File: src/rtl/trapezoid_speed_profile_macros.svh
// Assertion macros shared by the speed profile RTL.
`ifndef TRAPEZOID_SPEED_PROFILE_MACROS_SVH
`define TRAPEZOID_SPEED_PROFILE_MACROS_SVH

// Same-cycle implication, sampled on clk and disabled while arst_n is low.
`define TSP_ASSERT_IMP(lbl, ante, cons, msg) \
	lbl: assert property (@(posedge clk) disable iff (!arst_n) (ante) |-> (cons)) \
		else $error(msg);

// Next-cycle implication, sampled on clk and disabled while arst_n is low.
`define TSP_ASSERT_NXT(lbl, ante, cons, msg) \
	lbl: assert property (@(posedge clk) disable iff (!arst_n) (ante) |=> (cons)) \
		else $error(msg);

`endif

File: src/rtl/tsp_pkg.sv
// Package with the shared types and constants of the speed profile generator.
`timescale 1ns / 1ps

package tsp_pkg;

	localparam int unsigned DEF_LEVEL_WIDTH = 16;
	localparam int unsigned DEF_COUNT_WIDTH = 16;

	localparam int unsigned SETPOINT_W = 16;
	localparam int unsigned PHASE_W    = 2;
	localparam int unsigned CFG_IDX_W  = 3;
	localparam int unsigned CFG_DATA_W = 32;

	localparam int unsigned LEVEL_RESET = 5000;
	localparam int unsigned TICKS_RESET = 1000;

	typedef enum logic [PHASE_W-1:0] {
		PH_REST = 2'd0,
		PH_RISE = 2'd1,
		PH_HOLD = 2'd2,
		PH_FALL = 2'd3
	} tsp_phase_t;

	typedef enum logic [CFG_IDX_W-1:0] {
		REG_LEVEL = 3'd0,
		REG_REST  = 3'd1,
		REG_RISE  = 3'd2,
		REG_HOLD  = 3'd3,
		REG_FALL  = 3'd4
	} tsp_reg_t;

	typedef struct packed {
		logic busy;
		logic done;
	} tsp_div_stat_t;

endpackage

File: src/rtl/tsp_div.sv
// Restoring divider producing one quotient bit per cycle.
`timescale 1ns / 1ps

module tsp_div import tsp_pkg::*; #(
	parameter int unsigned Q_W   = DEF_LEVEL_WIDTH,
	parameter int unsigned DEN_W = DEF_COUNT_WIDTH
) (
	input  logic               clk,
	input  logic               arst_n,
	input  logic               start,
	input  logic [Q_W+DEN_W-1:0] dividend,
	input  logic [DEN_W-1:0]   divisor,
	output logic [Q_W-1:0]     quotient,
	output tsp_div_stat_t      stat
);

	localparam int unsigned CNT_W = $clog2(Q_W + 1);

	// The caller guarantees quotient < 2**Q_W, so the upper part is below the divisor.
	logic [DEN_W-1:0] rem_q;
	logic [Q_W-1:0]   work_q;
	logic [DEN_W-1:0] den_q;
	logic [CNT_W-1:0] cnt_q;
	logic             busy_q;
	logic             done_q;

	logic [DEN_W:0] trial;
	logic [DEN_W:0] diff;
	logic           fits;

	assign trial = {rem_q, work_q[Q_W-1]};
	assign fits  = (trial >= {1'b0, den_q});
	assign diff  = trial - {1'b0, den_q};

	always_ff @(posedge clk or negedge arst_n) begin
		if (!arst_n) begin
			busy_q <= 1'b0;
			done_q <= 1'b0;
			cnt_q  <= '0;
		end else begin
			if (start) begin
				busy_q <= 1'b1;
				done_q <= 1'b0;
				cnt_q  <= CNT_W'(Q_W);
			end else if (busy_q) begin
				cnt_q  <= cnt_q - 1'b1;
				busy_q <= (cnt_q != CNT_W'(1));
				done_q <= (cnt_q == CNT_W'(1));
			end else begin
				done_q <= 1'b0;
			end
		end
	end

	always_ff @(posedge clk) begin
		if (start) begin
			rem_q  <= dividend[Q_W+DEN_W-1:Q_W];
			work_q <= dividend[Q_W-1:0];
			den_q  <= divisor;
		end else if (busy_q) begin
			rem_q  <= fits ? diff[DEN_W-1:0] : trial[DEN_W-1:0];
			work_q <= {work_q[Q_W-2:0], fits};
		end
	end

	assign quotient  = work_q;
	assign stat.busy = busy_q;
	assign stat.done = done_q;

endmodule

File: config.mk
export PLATFORM = sky130hd
export DESIGN_NAME = tsp_div
export DESIGN_NICKNAME = d
export VERILOG_FILES = /design/src/rtl/trapezoid_speed_profile_macros.svh /design/src/rtl/tsp_pkg.sv /design/src/rtl/tsp_div.sv
export SDC_FILE = /design/constraint.sdc
export NUM_CORES = 1
export LEC_CHECK = 0
export ABC_AREA = 1
export BUFFER_PORTS_ARGS = -buffer_cell sky130_fd_sc_hd__buf_2
export CORE_MARGIN = 5
export CORE_UTILIZATION = 55
export CTS_BUF_LIST = sky130_fd_sc_hd__clkbuf_4 sky130_fd_sc_hd__clkbuf_8
export CTS_CLUSTER_DIAMETER = 200
export CTS_CLUSTER_SIZE = 16
export DETAILED_ROUTE_END_ITERATION = 8
export PLACE_DENSITY_LB_ADDON = 0.25
export SLEW_MARGIN = 20
export SYNTH_ARGS = -nofsm -noshare
export SYNTH_HDL_FRONTEND = slang
export SYNTH_SLANG_ARGS = --single-unit
File: constraint.sdc
create_clock -name clk -period 3 [get_ports clk]
set_clock_uncertainty 0.2 [all_clocks]
set_input_delay 0.15 -clock clk [delete_from_list [all_inputs] [get_ports clk]]
set_output_delay 0.15 -clock clk [all_outputs]
set_load 0.01 [all_outputs]
* Yosys cells after proc, flatten, opt, wreduce, memory -nomap -nowiden
Cells that the tools add are included.
Word-level totals: output and inout port bits 18, register bits after elaboration 55, input bits 51, word-level logic and storage cells 23
Cells by class: $add $sub $neg 2, mux-type cells 11, magnitude comparators 1, reduce and logical (&&, ||, !) cells 1, equal/unequal tests 2
Operators by type and width (count):
- two-way mux 16 bit | 5
- greater-or-equal comparator 17 x 16 -> 1 bit | 1
- subtractor 16 bit | 1
- two-way mux 5 bit | 2
- equality test 5 x 1 -> 1 bit (second input constant) | 1
- inequality test 5 x 1 -> 1 bit (second input constant) | 1
- subtractor 5 x 1 -> 5 bit (second input constant) | 1
- two-way mux 1 bit | 4
- nonzero test 2 bit | 1

* Logic depth before layout (Yosys ltp)
Gate-level depths: netlist of the first run.
depth in word-level cells 4, gate-level depth with buffers 15, gate-level depth less buffers 15

* Least setup slack after synthesis of the first run
Ideal clock, no wire load.
path kind reg2reg, start register work_q[15], in the netlist quotient[15], end register rem_q[14] (data pin), setup slack 0.836 ns, cell stages (with the launch flop) 15, buffers on the path 0, setup time 0.253 ns, data required time 2.547 ns, period minus slack after synthesis 2.164 ns, arrival time 1.711 ns, path through edfxtp_1 inv_1 ha_1 inv_1 fa_1 nand2_1 nand2_1 nand3_1 nand2_1 nand2_1 nand3_1 nand2_1 nand2_1 nand3_1 nand2_1
Between the ends: longest elaborated chain between the ends 4, elaborated cells on any way between the ends 5, those cells by class add/sub: 1; order compare: 1; mux: 3
Ends and longest elaborated chain:
- start: declaration | line tsp_div.sv:21 | logic [Q_W-1:0] work_q;
- start signal: assignment | line tsp_div.sv:58 | work_q <= dividend[Q_W-1:0];
- start signal: assignment | line tsp_div.sv:62 | work_q <= {work_q[Q_W-2:0], fits};
- subtractor 16 bit or greater-or-equal comparator 17 x 16 -> 1 bit (tied branches) | line tsp_div.sv:33, tsp_div.sv:32
- two-way mux 16 bit (*) | line tsp_div.sv:61 | rem_q <= fits ? diff[DEN_W-1:0] : trial[DEN_W-1:0];
- two-way mux 16 bit (*) | line tsp_div.sv:60 | end else if (busy_q) begin
- two-way mux 16 bit (*) | line tsp_div.sv:56 | if (start) begin
- end signal: assignment | line tsp_div.sv:57 | rem_q <= dividend[Q_W+DEN_W-1:Q_W];
- end signal: assignment | line tsp_div.sv:61
- end: declaration | line tsp_div.sv:20 | logic [DEN_W-1:0] rem_q;
Every way passes the cells marked *; elsewhere a longest branch is shown, timed or not. The select of a mux whose other input is x is not followed. A chain may end at the register's enable or synchronous reset.

* Worst setup path in the final report of the first run
start register rem_q[13], end register rem_q[15] (data pin)
Between the ends: longest elaborated chain between the ends 4, elaborated cells on any way between the ends 5, those cells by class add/sub: 1; order compare: 1; mux: 3
Ends and longest elaborated chain (line):
- subtractor 16 bit or greater-or-equal comparator 17 x 16 -> 1 bit (tied branches) | tsp_div.sv:33, tsp_div.sv:32
- two-way mux 16 bit (*) | tsp_div.sv:61
- two-way mux 16 bit (*) | tsp_div.sv:60
- two-way mux 16 bit (*) | tsp_div.sv:56
Marked as above.

==> results of run 1 <==
==> registers in the layout (all words and copies together), names as in the netlist <==
register	count
busy_q	1
cnt_q	5
den_q	16
done_q	1
quotient	16
rem_q	16
==> power groups by stage <==
stage          combinational [W]  clock (W)  sequential [W]
5_1_grt                  0.00199   0.000483         0.00116
3_3_place_gp             0.00164          0         0.00115
4_1_cts                  0.00172   0.000450         0.00114
2_1_floorplan            0.00133          0         0.00114
3_5_place_dp             0.00166          0         0.00116
6_report                 0.00173   0.000443         0.00115
==> repair_timing <==
action / CTS / global route
hold buffers: 50 / 0
hold endpoints to repair: 55 / 0
buffers inserted: 0 / 0
resized for setup: 0 / 0
==> area by class of cell <==
type | count | area (sq um)
timing repair buffer | 123 | 891
multi-input combinational | 313 | 1560
fill | 485 | 1770
tap | 77 | 96.3
clock buffer | 6 | 76.3
sequential | 55 | 1620
inverter | 67 | 251
clock inverter | 2 | 16.3
==> cells in the final DEF (no fill, tap or decap), drive strengths merged <==
cell type / synthesis / final
buf: 6 / 73
edfxtp: 48 / 48
and2: 1 / 1
nand4: 4 / 4
xor2: 2 / 2
dfrtp: 7 / 7
dlygate4sd3: 0 / 50
nor4: 3 / 3
fa: 1 / 1
or2: 2 / 2
xnor2: 4 / 4
inv: 67 / 68
a21oi: 9 / 9
nor2: 19 / 19
nand2: 195 / 195
ha: 18 / 18
clkinvlp: 0 / 1
o22ai: 1 / 1
nand3: 31 / 31
clkbuf: 7 / 6
o21ai: 7 / 7
nor3: 1 / 1
nand3b: 15 / 15
==> metrics by stage <==
stage / cell area [sq um] / util, % / std cells
finish: 4510 / 71.9 / 643
global route: 4510 / 71.9 / 643
CTS: 4510 / 71.9 / 643
detailed placement: 3920 / 62.4 / 585
global placement: 3920 / 62.4 / 585
floorplan: 3520 / - / 448
==> worst min-delay path by stage <==
stage / from / endpoint / depth (start not counted)
5_1_grt: start / busy_q / 4
3_5_place_dp: arst_n / busy_q / 1
3_3_place_gp: arst_n / busy_q / 1
4_1_cts: start / busy_q / 4
2_1_floorplan: arst_n / busy_q / 0
6_report: start / busy_q / 4
==> critical path: cells and delay by family (launching register included) <==
family,cells,cell delay [ns]
flip-flops,1,0.42
AND/OR/NAND/NOR,9,1.04
adder cells (fa/ha/maj),1,0.39
AO/OA/AOI/OAI,1,0.21
==> metal layers <==
layer | GRT usage (%) | vias to the layer above | share of wire, %
met5 | 0 | - | 0
met4 | 9.31 | 0 | 2.9
met3 | 5.01 | 24 | 6.5
met2 | 40.4 | 109 | 50
met1 | 27.2 | 1492 | 40
li1 | - | 1649 | -
==> cells by family (layout without fill, tap and decap cells) <==
family | Yosys count | count (layout) | synth area share (%)
buf+inv | 80 | 198 | 9.73
flops | 55 | 55 | 45.9
fa+ha+maj | 19 | 19 | 6.96
simple gates | 271 | 271 | 33.5
compound gates | 17 | 17 | 2.45
xor+xnor | 6 | 6 | 1.49
==> run_results.csv, run 1 <==
group,metric,value,unit
layout,antenna_cells,0,
synthesis,synth_cells,448,
layout,drive_gt1_share,16.8,%
routing,drtIter0Drc,199,
timing,worst_hold_slack,0.256,ns
grt,track_usage,23.0,%
grt,grt-ovfl-total,0,
worst_setup_path,r2r_slack,0.51,ns
floorplan,rows,29,
timing,slew_headroom,56.5,%
timing,slew_viol_final,0,
timing,finalSetupTns,0,ns
placed_design,dpl_worst_slack,0.500,ns
synthesis,synth_most_common_cell,"nand2_1",
worst_setup_path,critPathKind,"reg2reg",
clocking,cts_sinks,55,
clocking,cts_root_buf,"clkbuf_8",
worst_setup_path,critPathRequiredTime,2.88,ns
power,internal_power,0.00190,W
floorplan,die_w,90.0,um
routing,drt_wl_total,9060,um
floorplan,dieArea,0.00811,sq mm
timing,worst_pin_slew,0.651,ns
layout,area_delta_synth_final,28.1,%
timing,fmax,0.401,GHz
clocking,htreeDepth,2,
synthesis,syn_area,0.00352,sq mm
power,powerDensity,736,mW/mm^2
placed_design,gp_congestion,0.907,
worst_setup_path,crit_end,"rem_q[15]",
synthesis,synth_common_cells,"nand2_1, inv_1, edfxtp_1, nand3_1, ha_1",
grt,grt_max_degree,51,
floorplan,die_h,90.0,um
floorplan,initial_core_util,56.1,%
worst_setup_path,cp_max_fo,17,
timing,hold_viol_final,0,
worst_setup_path,slowest_stage,"edfxtp_1",
synthesis,synth_cell_types,31,
power,p_switching,0.00142,W
worst_setup_path,cp-end-kind,"register",
worst_setup_path,r2r_cells,11,
timing,rsz0062_at_grt,"no",
synthesis,synthArstFlopShare,12.7,%
layout,fin_nets,635,
synthesis,ys_warn_count,0,
timing,setup_ws,0.507,ns
synthesis,seq_area_frac_synth,45.9,%
synthesis,synth.area.top_cells,"edfxtp_1, nand2_1, inv_1",
worst_setup_path,cpPeakStageDelay,0.42,ns
synthesis,postSynthAreaPerCell,7.86,sq um
power,pwr-share-comb,52.1,%
routing,drtAntennaViolNets,0,
routing,dr.pass1.iters,6,
synthesis,synth-edff-count,48,
flow_run,drv_cap,0,
grt,first_global_vias,3391,
worst_setup_path,critPathLaunch,"rem_q[13]",
worst_setup_path,cp.arrival,2.38,ns
placed_design,portBuffers,68,
outcome,status,"complete, no violations",
power,p_seq_share,34.6,%
floorplan,ios,69,
clocking,clock_latency,0.32,ns
routing,wl_per_cell,14.1,um
worst_setup_path,r2r-end,"rem_q[15]",
routing,drc,0,
worst_hold_path,hp-class,"in2reg",
power,clkPwrFrac,13.3,%
floorplan,core,0.00628,sq mm
synthesis,synth_top_area_share,40.9,%
clocking,clkSlewWorstSetupHoldPaths,0.11,ns
synthesis,synth_fp_nets,518,
timing,finalSetupViolations,0,
clocking,cts_buffers,5,
synthesis,synth-seq-cells,55,
worst_setup_path,cp_cell_sequence,"ha_1 -> a21oi_1 -> nor2_1 -> nor2_1 -> nand2_1 -> nor2_4 -> nand2_4 -> nand2_1 -> nand2_1 -> nand2_1 -> nand2_1",
grt,grt_pass1_wl,15400,um
clocking,cts_tree,"yes",
power,switching_share,42.7,%
timing,fin_crit,2.49,ns
worst_setup_path,critPathLaunchType,"register",
routing,vias,3274,
routing,via_per_inst,5.09,
power,ir_drop,0.424,mV
timing,final.period_utilization,83.1,%
power,fin_total_pwr,0.00332,W
grt,antenna_found_initial,0,
synthesis,synth_flop_cell,"edfxtp_1",
worst_setup_path,crit_top_cell,"nand2_1",
power,p_leak,2.36,nW
placed_design,dp_hpwl,5890,um
clocking,cts_buffer_depth,2,
worst_setup_path,r2r_start,"rem_q[13]",
synthesis,yosys.area.top_type,"edfxtp_1",
Power figures use the tool's default switching activity.
==> run 2: changes to the inputs <==
- clock period: 3 -> 2.5 ns (I/O delays scaled with it)
==> run 2 against run 1 <==
Compared with the run above:
- clock-buffer cell count fell by 1
- die area did not move
- sequential power rose by 19%
- setup slack got worse by 0.33 ns
- critical endpoint is now rem_q[9]
- largest cell class unchanged
- largest power group unchanged
==> run_results.csv, run 2 (synthesis results as in run 1) <==
group,metric,value,unit
clocking,cts_root_buf,"clkbuf_8",
floorplan,rows,29,
layout,fin_cells,645,
layout,antenna_cells,0,
worst_hold_path,hp-class,"in2reg",
worst_setup_path,cp_top_family,"simple AND/OR/NAND/NOR gates",
layout,layout.area.seq,0.00162,sq mm
layout,final_common_cell,"nand2_1",
layout,fin_nets,637,
floorplan,die_h,90.0,um
clocking,cts_tree,"yes",
timing,rsz0062_at_grt,"no",
layout,area_delta_synth_final,28.5,%
placed_design,dp_hpwl,5900,um
clocking,cts_buffer_depth,2,
power,p_leak,2.36,nW
grt,grt_pass1_wl,14900,um
routing,dr.pass1.iters,4,
worst_setup_path,slowest_stage,"edfxtp_1",
routing,drtIter0Drc,181,
clocking,cts_setup_buffers,0,
routing,via_per_inst,5.04,
grt,grt_max_degree,51,
floorplan,dieArea,0.00811,sq mm
flow_run,drv_cap,0,
power,powerDensity,883,mW/mm^2
layout,fillers,510,
timing,fmax,0.430,GHz
power,fin_total_pwr,0.00400,W
routing,wl_per_cell,13.7,um
routing,drtAntennaViolNets,0,
routing,vias,3254,
layout,multi_input_area,0.00157,sq mm
routing,drt-met1-wl,3760,um
timing,hold_viol_final,0,
grt,antenna_found_initial,0,
timing,fin_crit,2.32,ns
timing,slew_viol_final,0,
floorplan,die_w,90.0,um
floorplan,initial_core_util,56.1,%
timing,finalSetupViolations,0,
clocking,htreeDepth,2,
routing,route.met3.wl,557,um
worst_setup_path,cp_max_fo,17,
worst_setup_path,critPathLaunchType,"register",
clocking,clkSlewWorstSetupHoldPaths,0.11,ns
layout,final_cell_mix,"nand2_1, buf_2, inv_1, dlygate4sd3_1, edfxtp_1",
routing,topRoutingLayerUsed,"met4",
timing,slew_headroom,63.0,%
placed_design,gp_congestion,0.883,
floorplan,ios,69,
placed_design,dp_cells,587,
worst_setup_path,cpPeakStageDelay,0.41,ns
worst_setup_path,worst-path-buf-inv,0,
routing,drc,0,
clocking,cts_sinks,55,
worst_setup_path,critPathKind,"reg2reg",
outcome,status,"complete, no violations",
timing,final.period_utilization,92.9,%
worst_setup_path,cp_cell_sequence,"ha_1 -> nand2_1 -> nor2_1 -> nand3_1 -> nand3_1 -> nand2_2 -> nand2_4 -> nand2_1 -> nand3_1 -> nand2_1",
grt,track_usage,21.9,%
routing,drt_wl_total,8860,um
routing,routed-wl-met2,4470,um
worst_setup_path,cp.arrival,2.20,ns
placed_design,portBuffers,68,
grt,grt-ovfl-total,0,
timing,worst_pin_slew,0.555,ns
timing,finalSetupTns,0,ns
power,ir_drop,0.398,mV
grt,first_global_vias,3256,
clocking,cts_buffers,5,
clocking,clock_latency,0.31,ns
worst_setup_path,cp-end-kind,"register",
worst_setup_path,critPathRequiredTime,2.38,ns
layout,drive_gt1_share,17.8,%
floorplan,core,0.00628,sq mm
## run 2: cell count changes in the layout (fill, tap and decap cells not counted)
| cell | change |
|---|---|
| buf_12 | -1 |
| clkinv_2 | +1 |
| buf_4 | +2 |
| buf_6 | +1 |
| inv_6 | +1 |
| ha_2 | +1 |
| nand2_2 | +2 |
| fa_1 | -1 |
| nand2_1 | -2 |
| fa_2 | +1 |
| clkbuf_4 | -1 |
| clkinvlp_4 | -1 |
| ha_1 | -1 |
## run 2: stage by stage
step / util (%) / setup WS (ns) / area, sq um / hold WS (ns)
floorplan: - / 0.336 / 3520 / -0.371
detailed placement: 62.5 / 0.139 / 3920 / -0.233
global route: 72.1 / 0.0154 / 4530 / 0.260
finish: 72.1 / 0.177 / 4530 / 0.227
CTS: 71.9 / 0.123 / 4510 / 0.217
global placement: 62.5 / 0.146 / 3920 / -0.241
## run 2: path summary, 6_finish.rpt
path / endpoint / slack, ns / depth (start not counted) / from
min reg2reg: cnt_q[3] / 0.28 / 1 / cnt_q[3]
max in group asynchronous: cnt_q[2] / 1.28 / 3 / arst_n
max: rem_q[9] / 0.18 / 10 / rem_q[2]
min in group asynchronous: done_q / 0.57 / 3 / arst_n
max reg2reg: rem_q[9] / 0.18 / 10 / rem_q[2]
min: busy_q / 0.23 / 4 / start
## run 2: layer usage
layer,up-vias,GRT usage [%]
met5,-,0
met4,0,4.59
met3,6,4.34
met2,102,39.3
met1,1491,27.3
li1,1655,-
## run 2: layout make-up
cell class | instances | area share [%]
Sequential cell | 55 | 35.7
Clock inverter | 3 | 0.498
Timing Repair Buffer | 125 | 19.8
Tap cell | 77 | 2.13
Multi-Input combinational cell | 313 | 34.8
Inverter | 67 | 5.56
Clock buffer | 5 | 1.52
## run 2: worst min-delay path, cell delays in order
cell     delay [ns]
buf_2          0.11
inv_1          0.08
buf_4          0.27
nand2_1        0.12
## run 2: where the power goes
group / switching [W] / total, W / internal (W)
Clock: 0.000315 / 0.000519 / 0.000204
Sequential: 0.000113 / 0.00137 / 0.00126
Combinational: 0.00128 / 0.00211 / 0.000828
Total: 0.00171 / 0.00400 / 0.00229
## run 2: timing repair
item,in CTS,in global routing
hold buffers,50,0
gates resized for setup,0,5
hold endpoints to repair,55,0
setup endpoints to repair,0,12
